`src/hdl/sda_pkg.sv`:
```
// Shared types and constants of the sequencer dispatch allocator.
package sda_pkg;

   localparam int NUM_SEQUENCERS_DEFAULT = 8;
   localparam int MAX_PORTS = 8;       // ports addressable by the 3-bit index and the mask
   localparam int IDX_W = 3;
   localparam int MASK_W = 8;
   localparam int TAG_W = 16;
   localparam int WORD_W = 32;
   localparam int CODE_W = 3;
   localparam int AVAIL_W = 4;

   typedef enum logic [1:0] {
      MODE_RUN       = 2'd0,
      MODE_RUN_NORSP = 2'd1,
      MODE_STARTED   = 2'd2,
      MODE_DONE      = 2'd3
   } mode_type;

   typedef enum logic [1:0] {
      ST_IDLE      = 2'd0,
      ST_RUN_FREE  = 2'd1,
      ST_RUN_BLOCK = 2'd2
   } entry_state_type;

   localparam logic [CODE_W-1:0] RESP_OK       = 3'd0;
   localparam logic [CODE_W-1:0] RESP_EXEC_ERR = 3'd4;

   localparam logic [CODE_W-1:0] WARN_NONE        = 3'd0;
   localparam logic [CODE_W-1:0] WARN_NO_SEQ      = 3'd1;
   localparam logic [CODE_W-1:0] WARN_CONFLICT    = 3'd2;
   localparam logic [CODE_W-1:0] WARN_UNEXPECTED  = 3'd3;
   localparam logic [CODE_W-1:0] WARN_UNKNOWN_FIN = 3'd4;

   typedef enum logic [1:0] {
      CTL_IDLE  = 2'd0,
      CTL_SCAN  = 2'd1,
      CTL_APPLY = 2'd2,
      CTL_SEND  = 2'd3
   } ctl_state_type;

   typedef struct packed {
      logic capture;
      logic scan;
      logic apply;
   } dp_cmd_type;

endpackage

```
`src/hdl/sequencer_dispatch_allocator_core.sv`:
```
// Top level of the sequencer dispatch allocator.
//
// Request channel (req_*): run commands, run requests without response, and
// started / done reports from the sequencers. A transfer happens when req_valid
// is high and req_stall is low. Result channel (rsp_*): one result per request,
// carrying the command response, the dispatch, a warning code and the counters.
// Configuration: csr_write_enable / csr_write_data load the connected mask;
// write it only while no request is in flight.
//
// Timing: the request is captured at its transfer edge; the controller then scans
// the table over all entries in parallel (SCAN), updates it (APPLY) and raises
// rsp_valid (SEND). The next request is taken in the cycle after the result
// transfer, so no new request is taken before the last one is through; the
// four-state controller sets this order.
// While rsp_stall is high the result holds and req_stall stays high.
// Reset (synchronous, active high) marks every sequencer idle with tag 0, sets
// the available count to NUM_SEQUENCERS, clears both counters and sets the mask
// to all ones.
module sequencer_dispatch_allocator_core #(
   parameter int NUM_SEQUENCERS = sda_pkg::NUM_SEQUENCERS_DEFAULT
) (
   input  logic                          clock,
   input  logic                          reset,
   input  logic                          csr_write_enable,
   input  logic [sda_pkg::MASK_W-1:0]    csr_write_data,
   input  logic                          req_valid,
   output logic                          req_stall,
   input  logic [1:0]                    req_mode,
   input  logic [sda_pkg::WORD_W-1:0]    req_opcode,
   input  logic [sda_pkg::WORD_W-1:0]    req_cmd_seq,
   input  logic [sda_pkg::TAG_W-1:0]     req_sequence_id,
   input  logic                          req_wait_for_done,
   input  logic [sda_pkg::IDX_W-1:0]     req_sequencer_index,
   input  logic [sda_pkg::CODE_W-1:0]    req_done_response,
   output logic                          rsp_valid,
   input  logic                          rsp_stall,
   output logic                          rsp_respond_valid,
   output logic [sda_pkg::WORD_W-1:0]    rsp_respond_opcode,
   output logic [sda_pkg::WORD_W-1:0]    rsp_respond_cmd_seq,
   output logic [sda_pkg::CODE_W-1:0]    rsp_respond_code,
   output logic                          rsp_dispatch_valid,
   output logic [sda_pkg::IDX_W-1:0]     rsp_dispatch_index,
   output logic [sda_pkg::TAG_W-1:0]     rsp_dispatch_sequence_id,
   output logic [sda_pkg::CODE_W-1:0]    rsp_warning,
   output logic [sda_pkg::AVAIL_W-1:0]   rsp_available_count,
   output logic [sda_pkg::WORD_W-1:0]    rsp_dispatched_count,
   output logic [sda_pkg::WORD_W-1:0]    rsp_error_count
);
   import sda_pkg::*;

   dp_cmd_type cmd;

   sda_ctrl u_ctrl (
      .clock     (clock),
      .reset     (reset),
      .req_valid (req_valid),
      .req_stall (req_stall),
      .rsp_valid (rsp_valid),
      .rsp_stall (rsp_stall),
      .cmd       (cmd)
   );

   sda_datapath #(
      .NUM_SEQUENCERS (NUM_SEQUENCERS)
   ) u_datapath (
      .clock                    (clock),
      .reset                    (reset),
      .cmd                      (cmd),
      .csr_write_enable         (csr_write_enable),
      .csr_write_data           (csr_write_data),
      .req_mode                 (req_mode),
      .req_opcode               (req_opcode),
      .req_cmd_seq              (req_cmd_seq),
      .req_sequence_id          (req_sequence_id),
      .req_wait_for_done        (req_wait_for_done),
      .req_sequencer_index      (req_sequencer_index),
      .req_done_response        (req_done_response),
      .rsp_respond_valid        (rsp_respond_valid),
      .rsp_respond_opcode       (rsp_respond_opcode),
      .rsp_respond_cmd_seq      (rsp_respond_cmd_seq),
      .rsp_respond_code         (rsp_respond_code),
      .rsp_dispatch_valid       (rsp_dispatch_valid),
      .rsp_dispatch_index       (rsp_dispatch_index),
      .rsp_dispatch_sequence_id (rsp_dispatch_sequence_id),
      .rsp_warning              (rsp_warning),
      .rsp_available_count      (rsp_available_count),
      .rsp_dispatched_count     (rsp_dispatched_count),
      .rsp_error_count          (rsp_error_count)
   );

endmodule

```
`src/hdl/sda_ctrl.sv`:
```
// Controller state machine: sequences capture, table scan, update and response transfer.
module sda_ctrl (
   input  logic                clock,
   input  logic                reset,
   input  logic                req_valid,
   output logic                req_stall,
   output logic                rsp_valid,
   input  logic                rsp_stall,
   output sda_pkg::dp_cmd_type cmd
);
   import sda_pkg::*;

   ctl_state_type state_ff, state_in;

   always_ff @(posedge clock) begin
      if (reset) begin
         state_ff <= CTL_IDLE;
      end else begin
         state_ff <= state_in;
      end
   end

   always_comb begin
      state_in    = state_ff;
      cmd         = '0;
      req_stall   = 1'b1;
      rsp_valid   = 1'b0;
      case (state_ff)
         CTL_IDLE: begin
            req_stall   = 1'b0;
            cmd.capture = req_valid;
            if (req_valid) begin
               state_in = CTL_SCAN;
            end
         end
         CTL_SCAN: begin
            cmd.scan = 1'b1;
            state_in = CTL_APPLY;
         end
         CTL_APPLY: begin
            cmd.apply = 1'b1;
            state_in  = CTL_SEND;
         end
         CTL_SEND: begin
            rsp_valid = 1'b1;
            // hold the result until the receiver takes the transfer
            if (!rsp_stall) begin
               state_in = CTL_IDLE;
            end
         end
         default: begin
            state_in = CTL_IDLE;
         end
      endcase
   end

endmodule

```
`src/hdl/sda_datapath.sv`:
```
// Datapath: input capture, sequencer table, free search, counters and result registers.
module sda_datapath #(
   parameter int NUM_SEQUENCERS = sda_pkg::NUM_SEQUENCERS_DEFAULT
) (
   input  logic                          clock,
   input  logic                          reset,
   input  sda_pkg::dp_cmd_type           cmd,
   input  logic                          csr_write_enable,
   input  logic [sda_pkg::MASK_W-1:0]    csr_write_data,
   input  logic [1:0]                    req_mode,
   input  logic [sda_pkg::WORD_W-1:0]    req_opcode,
   input  logic [sda_pkg::WORD_W-1:0]    req_cmd_seq,
   input  logic [sda_pkg::TAG_W-1:0]     req_sequence_id,
   input  logic                          req_wait_for_done,
   input  logic [sda_pkg::IDX_W-1:0]     req_sequencer_index,
   input  logic [sda_pkg::CODE_W-1:0]    req_done_response,
   output logic                          rsp_respond_valid,
   output logic [sda_pkg::WORD_W-1:0]    rsp_respond_opcode,
   output logic [sda_pkg::WORD_W-1:0]    rsp_respond_cmd_seq,
   output logic [sda_pkg::CODE_W-1:0]    rsp_respond_code,
   output logic                          rsp_dispatch_valid,
   output logic [sda_pkg::IDX_W-1:0]     rsp_dispatch_index,
   output logic [sda_pkg::TAG_W-1:0]     rsp_dispatch_sequence_id,
   output logic [sda_pkg::CODE_W-1:0]    rsp_warning,
   output logic [sda_pkg::AVAIL_W-1:0]   rsp_available_count,
   output logic [sda_pkg::WORD_W-1:0]    rsp_dispatched_count,
   output logic [sda_pkg::WORD_W-1:0]    rsp_error_count
);
   import sda_pkg::*;

   localparam int ENTRIES = (NUM_SEQUENCERS < MAX_PORTS) ? NUM_SEQUENCERS : MAX_PORTS;
   localparam int EW = (ENTRIES > 1) ? $clog2(ENTRIES) : 1;
   localparam int CW = $clog2(NUM_SEQUENCERS + 1);
   localparam logic [CW-1:0] FULL_COUNT = CW'(NUM_SEQUENCERS);

   // configuration
   logic [MASK_W-1:0] mask_ff;

   // captured request
   mode_type          mode_ff;
   logic [WORD_W-1:0] opc_ff, cseq_ff;
   logic [TAG_W-1:0]  tag_ff;
   logic              block_ff;
   logic [IDX_W-1:0]  idx_ff;
   logic [CODE_W-1:0] resp_ff;

   // sequencer table
   entry_state_type   status_ff [ENTRIES];
   entry_state_type   status_in [ENTRIES];
   logic [TAG_W-1:0]  seq_ff [ENTRIES];
   logic [TAG_W-1:0]  seq_in [ENTRIES];
   logic [WORD_W-1:0] ent_opc_ff [ENTRIES];
   logic [WORD_W-1:0] ent_cmd_ff [ENTRIES];

   logic [CW-1:0]     free_ff, free_in;
   logic [WORD_W-1:0] disp_total_ff, disp_total_in;
   logic [WORD_W-1:0] fail_total_ff, fail_total_in;

   // scan stage
   logic              found_comb;
   logic [IDX_W-1:0]  pick_comb;
   logic              idx_ok_comb;
   logic              found_ff;
   logic [IDX_W-1:0]  pick_ff;
   logic              idx_ok_ff;
   entry_state_type   rd_status_ff;
   logic [TAG_W-1:0]  rd_seq_ff;
   logic [WORD_W-1:0] rd_opc_ff, rd_cmd_ff;

   // result registers
   logic              r_rvalid_ff, r_rvalid_in;
   logic [WORD_W-1:0] r_ropc_ff, r_ropc_in;
   logic [WORD_W-1:0] r_rcseq_ff, r_rcseq_in;
   logic [CODE_W-1:0] r_rcode_ff, r_rcode_in;
   logic              r_dvalid_ff, r_dvalid_in;
   logic [IDX_W-1:0]  r_didx_ff, r_didx_in;
   logic [TAG_W-1:0]  r_dtag_ff, r_dtag_in;
   logic [CODE_W-1:0] r_warn_ff, r_warn_in;

   logic              save_cmd;
   logic [CW+AVAIL_W-1:0] free_ext;

   always_ff @(posedge clock) begin
      if (reset) begin
         mask_ff <= '1;
      end else if (csr_write_enable) begin
         mask_ff <= csr_write_data;
      end
   end

   always_ff @(posedge clock) begin
      if (cmd.capture) begin
         mode_ff  <= mode_type'(req_mode);
         opc_ff   <= req_opcode;
         cseq_ff  <= req_cmd_seq;
         tag_ff   <= req_sequence_id;
         block_ff <= req_wait_for_done;
         idx_ff   <= req_sequencer_index;
         resp_ff  <= req_done_response;
      end
   end

   // lowest-numbered connected idle sequencer
   always_comb begin
      found_comb = 1'b0;
      pick_comb  = '0;
      for (int i = ENTRIES - 1; i >= 0; i--) begin
         if (mask_ff[i] && status_ff[i] == ST_IDLE) begin
            found_comb = 1'b1;
            pick_comb  = IDX_W'(i);
         end
      end
   end

   assign idx_ok_comb = ({{(WORD_W-IDX_W){1'b0}}, idx_ff} < WORD_W'(ENTRIES));

   always_ff @(posedge clock) begin
      if (cmd.scan) begin
         found_ff  <= found_comb;
         pick_ff   <= pick_comb;
         idx_ok_ff <= idx_ok_comb;
         if (idx_ok_comb) begin
            rd_status_ff <= status_ff[idx_ff[EW-1:0]];
            rd_seq_ff    <= seq_ff[idx_ff[EW-1:0]];
            rd_opc_ff    <= ent_opc_ff[idx_ff[EW-1:0]];
            rd_cmd_ff    <= ent_cmd_ff[idx_ff[EW-1:0]];
         end else begin
            rd_status_ff <= ST_IDLE;
            rd_seq_ff    <= '0;
            rd_opc_ff    <= '0;
            rd_cmd_ff    <= '0;
         end
      end
   end

   always_comb begin
      status_in     = status_ff;
      seq_in        = seq_ff;
      free_in       = free_ff;
      disp_total_in = disp_total_ff;
      fail_total_in = fail_total_ff;
      save_cmd      = 1'b0;
      r_rvalid_in   = 1'b0;
      r_ropc_in     = '0;
      r_rcseq_in    = '0;
      r_rcode_in    = RESP_OK;
      r_dvalid_in   = 1'b0;
      r_didx_in     = '0;
      r_dtag_in     = '0;
      r_warn_in     = WARN_NONE;
      case (mode_ff)
         MODE_RUN, MODE_RUN_NORSP: begin
            if (!found_ff) begin
               r_warn_in = WARN_NO_SEQ;
               if (mode_ff == MODE_RUN) begin
                  r_rvalid_in = 1'b1;
                  r_ropc_in   = opc_ff;
                  r_rcseq_in  = cseq_ff;
                  r_rcode_in  = RESP_EXEC_ERR;
               end
            end else begin
               save_cmd = (mode_ff == MODE_RUN) && block_ff;
               status_in[pick_ff[EW-1:0]] = save_cmd ? ST_RUN_BLOCK : ST_RUN_FREE;
               seq_in[pick_ff[EW-1:0]]    = tag_ff;
               if (free_ff != '0) begin
                  free_in = free_ff - 1'b1;
               end
               disp_total_in = disp_total_ff + 1'b1;
               r_dvalid_in   = 1'b1;
               r_didx_in     = pick_ff;
               r_dtag_in     = tag_ff;
               // non-blocking run command answers at once
               if (!save_cmd && mode_ff == MODE_RUN) begin
                  r_rvalid_in = 1'b1;
                  r_ropc_in   = opc_ff;
                  r_rcseq_in  = cseq_ff;
                  r_rcode_in  = RESP_OK;
               end
            end
         end
         MODE_STARTED: begin
            if (idx_ok_ff) begin
               if (rd_status_ff != ST_IDLE) begin
                  if (rd_seq_ff != tag_ff) begin
                     r_warn_in = WARN_CONFLICT;
                     seq_in[idx_ff[EW-1:0]] = tag_ff;
                  end
               end else begin
                  r_warn_in = WARN_UNEXPECTED;
                  status_in[idx_ff[EW-1:0]] = ST_RUN_FREE;
                  seq_in[idx_ff[EW-1:0]]    = tag_ff;
                  if (free_ff != '0) begin
                     free_in = free_ff - 1'b1;
                  end
               end
            end
         end
         MODE_DONE: begin
            if (idx_ok_ff) begin
               if (rd_status_ff == ST_RUN_BLOCK) begin
                  r_rvalid_in = 1'b1;
                  r_ropc_in   = rd_opc_ff;
                  r_rcseq_in  = rd_cmd_ff;
                  r_rcode_in  = resp_ff;
                  if (resp_ff == RESP_EXEC_ERR) begin
                     fail_total_in = fail_total_ff + 1'b1;
                  end
               end else if (rd_status_ff != ST_RUN_FREE) begin
                  r_warn_in = WARN_UNKNOWN_FIN;
               end
               status_in[idx_ff[EW-1:0]] = ST_IDLE;
               seq_in[idx_ff[EW-1:0]]    = '0;
               if (free_ff < FULL_COUNT) begin
                  free_in = free_ff + 1'b1;
               end
            end
         end
         default: begin
            r_warn_in = WARN_NONE;
         end
      endcase
   end

   always_ff @(posedge clock) begin
      if (reset) begin
         for (int i = 0; i < ENTRIES; i++) begin
            status_ff[i] <= ST_IDLE;
            seq_ff[i]    <= '0;
         end
         free_ff       <= FULL_COUNT;
         disp_total_ff <= '0;
         fail_total_ff <= '0;
      end else if (cmd.apply) begin
         status_ff     <= status_in;
         seq_ff        <= seq_in;
         free_ff       <= free_in;
         disp_total_ff <= disp_total_in;
         fail_total_ff <= fail_total_in;
      end
   end

   always_ff @(posedge clock) begin
      if (cmd.apply && save_cmd) begin
         ent_opc_ff[pick_ff[EW-1:0]] <= opc_ff;
         ent_cmd_ff[pick_ff[EW-1:0]] <= cseq_ff;
      end
   end

   always_ff @(posedge clock) begin
      if (cmd.apply) begin
         r_rvalid_ff <= r_rvalid_in;
         r_ropc_ff   <= r_ropc_in;
         r_rcseq_ff  <= r_rcseq_in;
         r_rcode_ff  <= r_rcode_in;
         r_dvalid_ff <= r_dvalid_in;
         r_didx_ff   <= r_didx_in;
         r_dtag_ff   <= r_dtag_in;
         r_warn_ff   <= r_warn_in;
      end
   end

   assign free_ext = {{AVAIL_W{1'b0}}, free_ff};

   assign rsp_respond_valid        = r_rvalid_ff;
   assign rsp_respond_opcode       = r_ropc_ff;
   assign rsp_respond_cmd_seq      = r_rcseq_ff;
   assign rsp_respond_code         = r_rcode_ff;
   assign rsp_dispatch_valid       = r_dvalid_ff;
   assign rsp_dispatch_index       = r_didx_ff;
   assign rsp_dispatch_sequence_id = r_dtag_ff;
   assign rsp_warning              = r_warn_ff;
   assign rsp_available_count      = free_ext[AVAIL_W-1:0];
   assign rsp_dispatched_count     = disp_total_ff;
   assign rsp_error_count          = fail_total_ff;

endmodule
```
`config.mk`:
```
export PLATFORM = sky130hd
export DESIGN_NAME = sequencer_dispatch_allocator_core
export DESIGN_NICKNAME = d
export VERILOG_FILES = /design/src/hdl/sda_pkg.sv /design/src/hdl/sequencer_dispatch_allocator_core.sv /design/src/hdl/sda_ctrl.sv /design/src/hdl/sda_datapath.sv
export SDC_FILE = /design/constraint.sdc
export NUM_CORES = 1
export LEC_CHECK = 0
export BUFFER_PORTS_ARGS = -buffer_cell sky130_fd_sc_hd__buf_2
export CAP_MARGIN = 20
export CORE_MARGIN = 4
export CORE_UTILIZATION = 35
export CTS_CLUSTER_SIZE = 28
export DETAILED_ROUTE_END_ITERATION = 7
export PLACE_DENSITY = 0.51
export SYNTH_ARGS = -nofsm -noshare
export SYNTH_HDL_FRONTEND = slang
export SYNTH_SLANG_ARGS = --single-unit
```
`constraint.sdc`:
```
create_clock -name clock -period 8.6 [get_ports clock]
set_input_delay 0 -clock clock [delete_from_list [all_inputs] [get_ports clock]]
set_output_delay 0 -clock clock [all_outputs]
set_load 0.02 [all_outputs]
```
# Word-level counts from Yosys, hierarchy flattened
# Memory sizes are Yosys's and may differ from the RTL's. A register that Yosys moved wholly into a read port is not among the register bits.
# Index checks and enable logic that the tools add are counted.
# totals
n_memories	2
output_inout_bits	161
word_cells	191
ram_bits	512
register_bits	424
# classes
eq_ne	16
addsub	4
reduce_logical	37
n_lt_le_gt_ge	5
bitwise	9
n_mux	76
# mem_list
memory	depth	word_bits	read_ports	rd_clocked_by_memory_dff	wr	line	source
u_datapath.ent_cmd_ff	8	32	1	1	1	sda_datapath.sv:53	logic [WORD_W-1:0] ent_cmd_ff [ENTRIES];
u_datapath.ent_opc_ff	8	32	1	1	1	sda_datapath.sv:52	logic [WORD_W-1:0] ent_opc_ff [ENTRIES];
# ops
op	count
$mux 128	3
$pmux 128 s3	1
$bwmux 128	2
$mux 32	8
$and 128x128->128	1
$not 128->128	1
$pmux 32 s2	2
$demux 16 s3	2
$mux 16	6
$add 32x1->32 const B	2
$bmux 16 s3	1
$pmux 16 s3	1
$mux 3	9
$mux 2	11
$logic_not 2->1	10
$mux 1	17
$and 16x16->16	1
$bwmux 16	1
$mux 4	4
$ne 16x16->1	1
$not 16->16	1
$logic_and 1x1->1	13
$demux 2 s3	2
$pmux 4 s3	1
other kinds (29)	46

# Logic depth before layout (Yosys ltp)
# Gate-level depths: netlist of run 1.
# logic_depth
word_depth	9
mapped_depth	11
mapped_depth_nobuf	7

# Modules after synthesis
# Synthesis of run 1 repeated with hierarchy kept, for this count alone.
# hier_totals
cells_unflattened	2297
hier_area_um2	36607.6
# by_module_without_submodules
module	cells_each	seq_area_each_um2	area_per_inst_um2	n_inst
sda_datapath	2278	27766.6	36422.4	1
sda_ctrl	19	40.0	185.2	1

# Worst setup path after synthesis of run 1
# No wires, ideal clock.
# synth_path
path_type	register -> register
start	register u_ctrl.state_ff[0]
end	memory u_datapath.ent_cmd_ff[0][0] (enable)
n_path_buf	1
period_less_slack_ns	8.322
setup_slack_ns	0.278
required_ns	8.031
arrival_ns	7.753
path_stages_with_launch	6
cell_sequence	dfxtp_1 -> inv_1 -> ha_1 -> buf_2 -> nand4b_1 -> nor3_1
# synth_between
elab_chain_len	5
# synth_lines
element	line	source
start, declared	sda_ctrl.sv:13	ctl_state_type state_ff, state_in;
start signal, assigned	sda_ctrl.sv:19	state_ff <= state_in;
$eq 2x2->1	sda_ctrl.sv:28	case (state_ff)
$mux 1	sda_ctrl.sv:28	
$logic_and 1x1->1	sda_datapath.sv:243	if (cmd.apply && save_cmd) begin
$mux 1	sda_datapath.sv:243	
$mux 1 (not written as such)	sda_datapath.sv:245	ent_cmd_ff[pick_ff[EW-1:0]] <= cseq_ff;
end, declared	sda_datapath.sv:53	
# No other way between the ends.

# Worst setup path after layout of run 1
# layout_path
start	register u_ctrl.state_ff[0]
end	register u_datapath.disp_total_ff[31] (netlist: u_datapath.rsp_dispatched_count[31])
# layout_between
elab_chain_len	3
# layout_lines
element	line	source
$eq 2x2->1	sda_ctrl.sv:28	
$mux 1	sda_ctrl.sv:28	
$reduce_and 3->1 (no line)	--	
end signal, assigned	sda_datapath.sv:237	disp_total_ff <= disp_total_in;
end, declared	sda_datapath.sv:56	logic [WORD_W-1:0] disp_total_ff, disp_total_in;
# No other way between the ends.
# A chain may end at the register's enable or synchronous reset.

==> flow_metrics.py, run 1 <==
metrics = {
    "run_status": {
        "status": "finished, final reports clean",
    },
    "floorplanning": {
        "core_sq_um": 108000,
        "die_w_microns": 338,
        "num_rows": 120,
        "die-area_sq_um": 114000,
        "top_level_ports": 263,
        "initial_core_util_pct": 35.4,
        "die_h_microns": 338,
    },
    "setup_path": {
        "path_max_fanout": 56,
        "crit_path_start_kind": "flop",
        "path_cells": "inv_1 -> ha_4 -> buf_4 -> and4b_1 -> nand4_1 -> nor4_2 -> nand3_1 -> mux2_2",
        "slowest_stage": "ha_4",
        "worstPathArrival_ns": 4.46,
        "critPathCaptureType": "flop",
        "r2r-start": "u_ctrl.state_ff[0]",
        "critPathKind": "flop to flop",
        "critPathMaxStageDelay_ns": 0.74,
        "cp-startpoint": "u_ctrl.state_ff[0]",
        "worstPathRequired_ns": 9.13,
    },
    "routing": {
        "vias": 25374,
        "vias_per_cell": 5.67,
        "ant_nets": 0,
        "drt_drc_violations_left": 0,
        "drt-total-wl_microns": 113000,
        "initialDrtViolationCount": 2338,
        "firstDrtPassIters": 6,
        "post_drt_wl_per_cell_microns": 25.3,
    },
    "synthesis": {
        "yosys_warnings": 0,
        "ys_types": 66,
        "synth_area_per_cell_sq_um": 14.6,
        "ys_ff_latch": 1000,
        "synthArstFlopShare_pct": 0,
        "ys.flop_type": "edfxtp_1",
        "syn-num-nets": 2721,
        "synth_top_area_share_pct": 61.4,
        "synth-edff-count": 778,
        "synthTopCellsByArea": "edfxtp_1 (61%), dfxtp_1 (12%), a22oi_1 (6.5%), a221o_1 (2.1%), nor2_1 (2.0%)",
        "synthCells": 2607,
        "yosysMostFrequentCell": "edfxtp_1",
        "ys_seq_area_share_pct": 73.1,
        "ys_top_cells_by_count": "edfxtp_1 (778), a22oi_1 (330), dfxtp_1 (222)",
        "yosysTopAreaCell": "edfxtp_1",
        "syn-cell-area_sq_um": 38000,
    },
    "global_routing": {
        "antenna_found_initial": 4,
        "grt_max_degree": 81,
        "grt_use_total_pct": 19.4,
        "grt_pass1_wl_microns": 167000,
        "grt_pass1_vias": 25710,
        "grt_overflow_total": 0,
    },
    "sta": {
        "finalWorstSetupSlack_ns": 4.66,
        "setup_viol": 0,
        "rsz0062_at_grt": "false",
        "tightest_slew_ns": 1.22,
        "finalSetupTns_ns": 0,
        "drv_slew": 0,
        "clock_skew_ns": 0.0619,
        "min_period_over_period_pct": 45.8,
        "holdWs_ns": 0.0445,
        "hold_violations": 0,
        "max_slew_margin_pct": 18.8,
        "min_period_ns": 3.94,
        "fmax_mhz": 254,
    },
    "final_layout": {
        "finish.utilization_pct": 42.6,
        "final_cells": 4478,
        "final_area_sq_um": 45800,
        "area.growth.synth_to_final_pct": 20.3,
        "nets": 3099,
        "layout-drive-gt1-share_pct": 16.7,
        "fill_cells": 9736,
    },
    "pwr": {
        "totalPowerFinal_mw": 12.4,
        "p_per_area_nw_per_um2": 271,
        "leakage_nw": 15.0,
        "ir_worst_vdd_mv": 0.188,
    },
    "placement": {
        "gp_congestion": 0.813,
        "numPlacedInstances": 4127,
        "dp_hpwl_microns": 62100,
        "io_buffers": 262,
        "place_area_sq_um": 40900,
        "pre_cts_ws_ns": 4.54,
    },
    "cts": {
        "cts_root_buffer": "clkbuf_16",
        "htreeDepth": 3,
        "tritoncts": "built",
        "clk_pin_slew_worst_paths_ns": 0.06,
        "cts_buffers": 105,
        "cts_setup_buffers": 0,
        "cts-resized-gates": 0,
        "cts_buffer_depth": 3,
        "hold_buffers": 153,
        "cts_num_sinks": 1000,
        "worstSkewPairLatency_ns": 0.70,
    },
    "job": {
        "drv_cap": 0,
    },
    "worst_hold_path": {
        "hold_start": "req_opcode[30]",
        "hold_path_class": "primary input to flop",
    },
}
worst max-delay path: cells and delay by family (launching register included):
family | cells | cell delay [ns]
fa+ha+maj | 1 | 0.74
mux | 1 | 0.29
flops | 1 | 0.36
simple gates | 4 | 1.60
buf+inv | 2 | 0.79
area by class of cell:
type,count,area [sq um],area share [%]
diodes,2,5.00,0.0109
flip-flops and latches,1000,27800,60.8
repair buffers,457,3170,6.92
clock buffers,131,2790,6.10
inverters,19,73.8,0.161
multi-input cells,1402,9600,21.0
well taps,1403,1760,3.84
clock inverters,64,549,1.20
worst paths after layout:
path	to	slack (ns)	cells after the start
max reg2reg	u_datapath.rsp_dispatched_count[31]	4.66	8
max	u_datapath.rsp_dispatched_count[31]	4.66	8
min	u_datapath.opc_ff[30]	0.04	2
min reg2reg	flop	0.47	2
kinds of logic (layout without fill, tap and decap cells):
| group | count (synthesis) | in the layout | synth area share (%) |
|---|---|---|---|
| AO/OA/AOI/OAI | 665 | 665 | 14.0 |
| AND/OR/NAND/NOR | 650 | 650 | 8.65 |
| buffers and inverters | 205 | 671 | 2.13 |
| adder cells (fa/ha/maj) | 12 | 12 | 0.414 |
| flip-flops | 1000 | 1000 | 73.1 |
| XOR/XNOR | 70 | 70 | 1.61 |
| other | 0 | 2 | 0 |
| multiplexers | 5 | 5 | 0.138 |
report_power, final:
group          total, mW  internal, mW  leakage [nW]  switching [mW]
Sequential          6.23          5.87          8.91           0.353
Clock               4.37          2.46          1.63            1.91
Combinational       1.78         0.480          4.51            1.30
cell usage in the layout (no fill, tap or decap), drive strengths merged, types with 19 or more instances in the layout:
master,instances
dlygate4sd3,153
o221ai,48
dfxtp,222
a32oi,49
o21ai,23
a22o,64
inv,22
a21oi,32
edfxtp,778
xnor2,34
nand2,100
and2,33
buf,304
nor2,202
nand4,101
or2,19
nand3,75
xor2,36
clkinv,53
nand2b,21
a22oi,330
clkbuf,131
nor4,20
a221o,80
routing by layer:
metal / GRT usage (%) / wire (microns) / vias up / part of all wire (%)
li1: - / - / 11179 / -
met1: 26.1 / 48400 / 12912 / 43
met2: 32.0 / 54000 / 1084 / 48
met3: 3.46 / 8200 / 199 / 7.2
met4: 5.92 / 2860 / 0 / 2.5
met5: 0 / 0 / - / 0
Note: power is estimated with default switching activity, not from simulation.
==> inputs of run 2 (changes only) <==
==> constraint.sdc (replaced) <==
create_clock -name clock -period 3.4 [get_ports clock]
set_input_delay 0 -clock clock [delete_from_list [all_inputs] [get_ports clock]]
set_output_delay 0 -clock clock [all_outputs]
set_load 0.02 [all_outputs]
==> run 2 against run 1 <==
  * Clock skew grew 0.0065 ns
  * Sequential cell count is the same
  * Global-route usage shrank 0.50 points
  * Design area grew 1.1%
  * Critical path depth shrank 2
  * Clock power grew to 2.7 times the previous value
  * First-iteration DRC count shrank 7.9%
  * Routed wire length shrank 2.7%
  * Register-to-register slack lost 4.1 ns
  * Die area is the same
  * Hold slack gained 0.00067 ns
  * Sequential share of layout area shrank 0.65 points
  * Critical path type unchanged
  * Highest routed layer unchanged
==> flow_metrics.py, run 2 (synthesized netlist as in run 1, its figures left out) <==
metrics = {
    "cts": {
        "cts_setup_buffers": 0,
        "cts_root_buffer": "clkbuf_16",
        "clk_pin_slew_worst_paths_ns": 0.06,
        "htreeDepth": 3,
        "cts-resized-gates": 0,
        "cts_num_sinks": 1000,
        "cts_buffer_depth": 3,
        "hold_buffers": 153,
        "worstSkewPairLatency_ns": 0.70,
        "cts_buffers": 104,
        "tritoncts": "built",
    },
    "sta": {
        "tightest_slew_ns": 0.949,
        "rsz0062_at_grt": "false",
        "setup_viol": 0,
        "drv_slew": 0,
        "max_slew_margin_pct": 36.6,
        "clock_skew_ns": 0.0684,
        "min_period_over_period_pct": 84.4,
        "fmax_mhz": 349,
        "finalSetupTns_ns": 0,
        "min_period_ns": 2.87,
        "hold_violations": 0,
    },
    "pwr": {
        "p_per_area_nw_per_um2": 689,
        "ir_worst_vdd_mv": 0.463,
        "power.internal_mw": 23.0,
        "power_frac_seq_pct": 49.4,
        "combPwrFrac_pct": 13.9,
        "leakage_nw": 15.2,
        "power.switching_mw": 8.86,
        "pwr-share-clk_pct": 36.7,
        "power_switching_share_pct": 27.8,
    },
    "routing": {
        "drt-total-wl_microns": 110000,
        "vias": 25252,
        "drt_drc_violations_left": 0,
        "post_drt_wl_per_cell_microns": 24.6,
        "initialDrtViolationCount": 2154,
        "firstDrtPassIters": 5,
        "ant_nets": 0,
        "vias_per_cell": 5.62,
    },
    "floorplanning": {
        "initial_core_util_pct": 35.4,
        "top_level_ports": 263,
        "core_sq_um": 108000,
        "num_rows": 120,
        "die-area_sq_um": 114000,
        "die_h_microns": 338,
        "die_w_microns": 338,
    },
    "setup_path": {
        "r2r_cells": 6,
        "crit_path_start_kind": "flop",
        "worstPathArrival_ns": 3.48,
        "critPathKind": "flop to flop",
        "critPathCaptureType": "flop",
        "path_max_fanout": 23,
        "worstPathRequired_ns": 4.01,
    },
    "final_layout": {
        "final_area_sq_um": 46200,
        "fill_cells": 9706,
        "final_cell_mix": "edfxtp_1 (778), a22oi_1 (330), buf_2 (261)",
        "area.growth.synth_to_final_pct": 21.6,
        "final_common_cell": "edfxtp_1",
        "layout-drive-gt1-share_pct": 16.9,
        "nets": 3113,
    },
    "placement": {
        "place_area_sq_um": 41200,
        "io_buffers": 262,
        "dp_hpwl_microns": 61800,
        "gp_congestion": 0.863,
    },
    "global_routing": {
        "grt_max_degree": 88,
        "grt_pass1_vias": 25256,
        "grt_pass1_wl_microns": 164000,
        "grt_overflow_total": 0,
        "grt_use_total_pct": 18.9,
        "antenna_found_initial": 3,
    },
    "job": {
        "drv_cap": 0,
    },
    "worst_hold_path": {
        "hold_path_class": "primary input to flop",
        "whs_path_depth": 2,
    },
    "run_status": {
        "status": "finished, final reports clean",
    },
}
run 2: cell count changes in the layout (fill, tap and decap cells not counted), sizes merged:
cell and delta:
clkinv -17, buf +15, bufinv +8, clkbuf +8, inv -3, clkinvlp +1
run 2: layout make-up:
type | count | area [sq um] | area share [%]
Tap cell | 1403 | 1760 | 3.80
Inverter | 19 | 75.1 | 0.162
Antenna cell | 2 | 5.00 | 0.0108
Clock inverter | 53 | 701 | 1.52
Multi-Input combinational cell | 1402 | 9570 | 20.7
Timing Repair Buffer | 472 | 3500 | 7.56
Clock buffer | 139 | 2840 | 6.13
Sequential cell | 1000 | 27800 | 60.1
run 2: worst paths after layout:
kind / start / end / slack (ns)
max: u_datapath.mode_ff[1] / flop / 0.53
min: req_sequence_id[13] / u_datapath.tag_ff[13] / 0.05
max reg2reg: u_datapath.mode_ff[1] / flop / 0.53
min reg2reg: flop / flop / 0.49
run 2: power groups by stage:
stage / Combinational [mW] / Sequential, mW / Clock, mW
detailed placement: 4.33 / 16.0 / 0
global route: 4.78 / 15.9 / 12.5
floorplan: 2.30 / 15.9 / 0
CTS: 4.49 / 15.8 / 12.0
finish: 4.43 / 15.8 / 11.7
global placement: 4.31 / 16.0 / 0
run 2: routing by layer:
metal,global-route usage (%),share of wire (%),up-vias
met2,30.4,47,982
met3,3.24,6.5,154
met4,4.26,1.9,0
met5,0,0,-
li1,-,-,11210
met1,26.8,45,12906
run 2: worst max-delay path: stages, from the launching register on:
cell and delay, ns:
edfxtp_1 0.55, buf_4 0.35, nor2b_1 0.58, nand2_1 0.17, o21ai_0 0.16, and2_1 0.76, a221o_1 0.27
run 2: per-stage QoR:
| stage | instances | total power, mW | hold WS, ns | setup WS (ns) | util, % |
|---|---|---|---|---|---|
| 6_report | 4490 | 31.9 | 0.0452 | 0.531 | 43.0 |
| 3_5_place_dp | 4143 | 20.3 | 0.178 | 0.596 | 38.3 |
| 2_1_floorplan | 2607 | 18.2 | 0.0989 | -0.516 | - |
| 3_3_place_gp | 4143 | 20.3 | 0.180 | 0.640 | 38.3 |
| 4_1_cts | 4488 | 32.2 | 0.000936 | 0.586 | 43.0 |
| 5_1_grt | 4490 | 33.1 | 0.00922 | 0.419 | 43.0 |
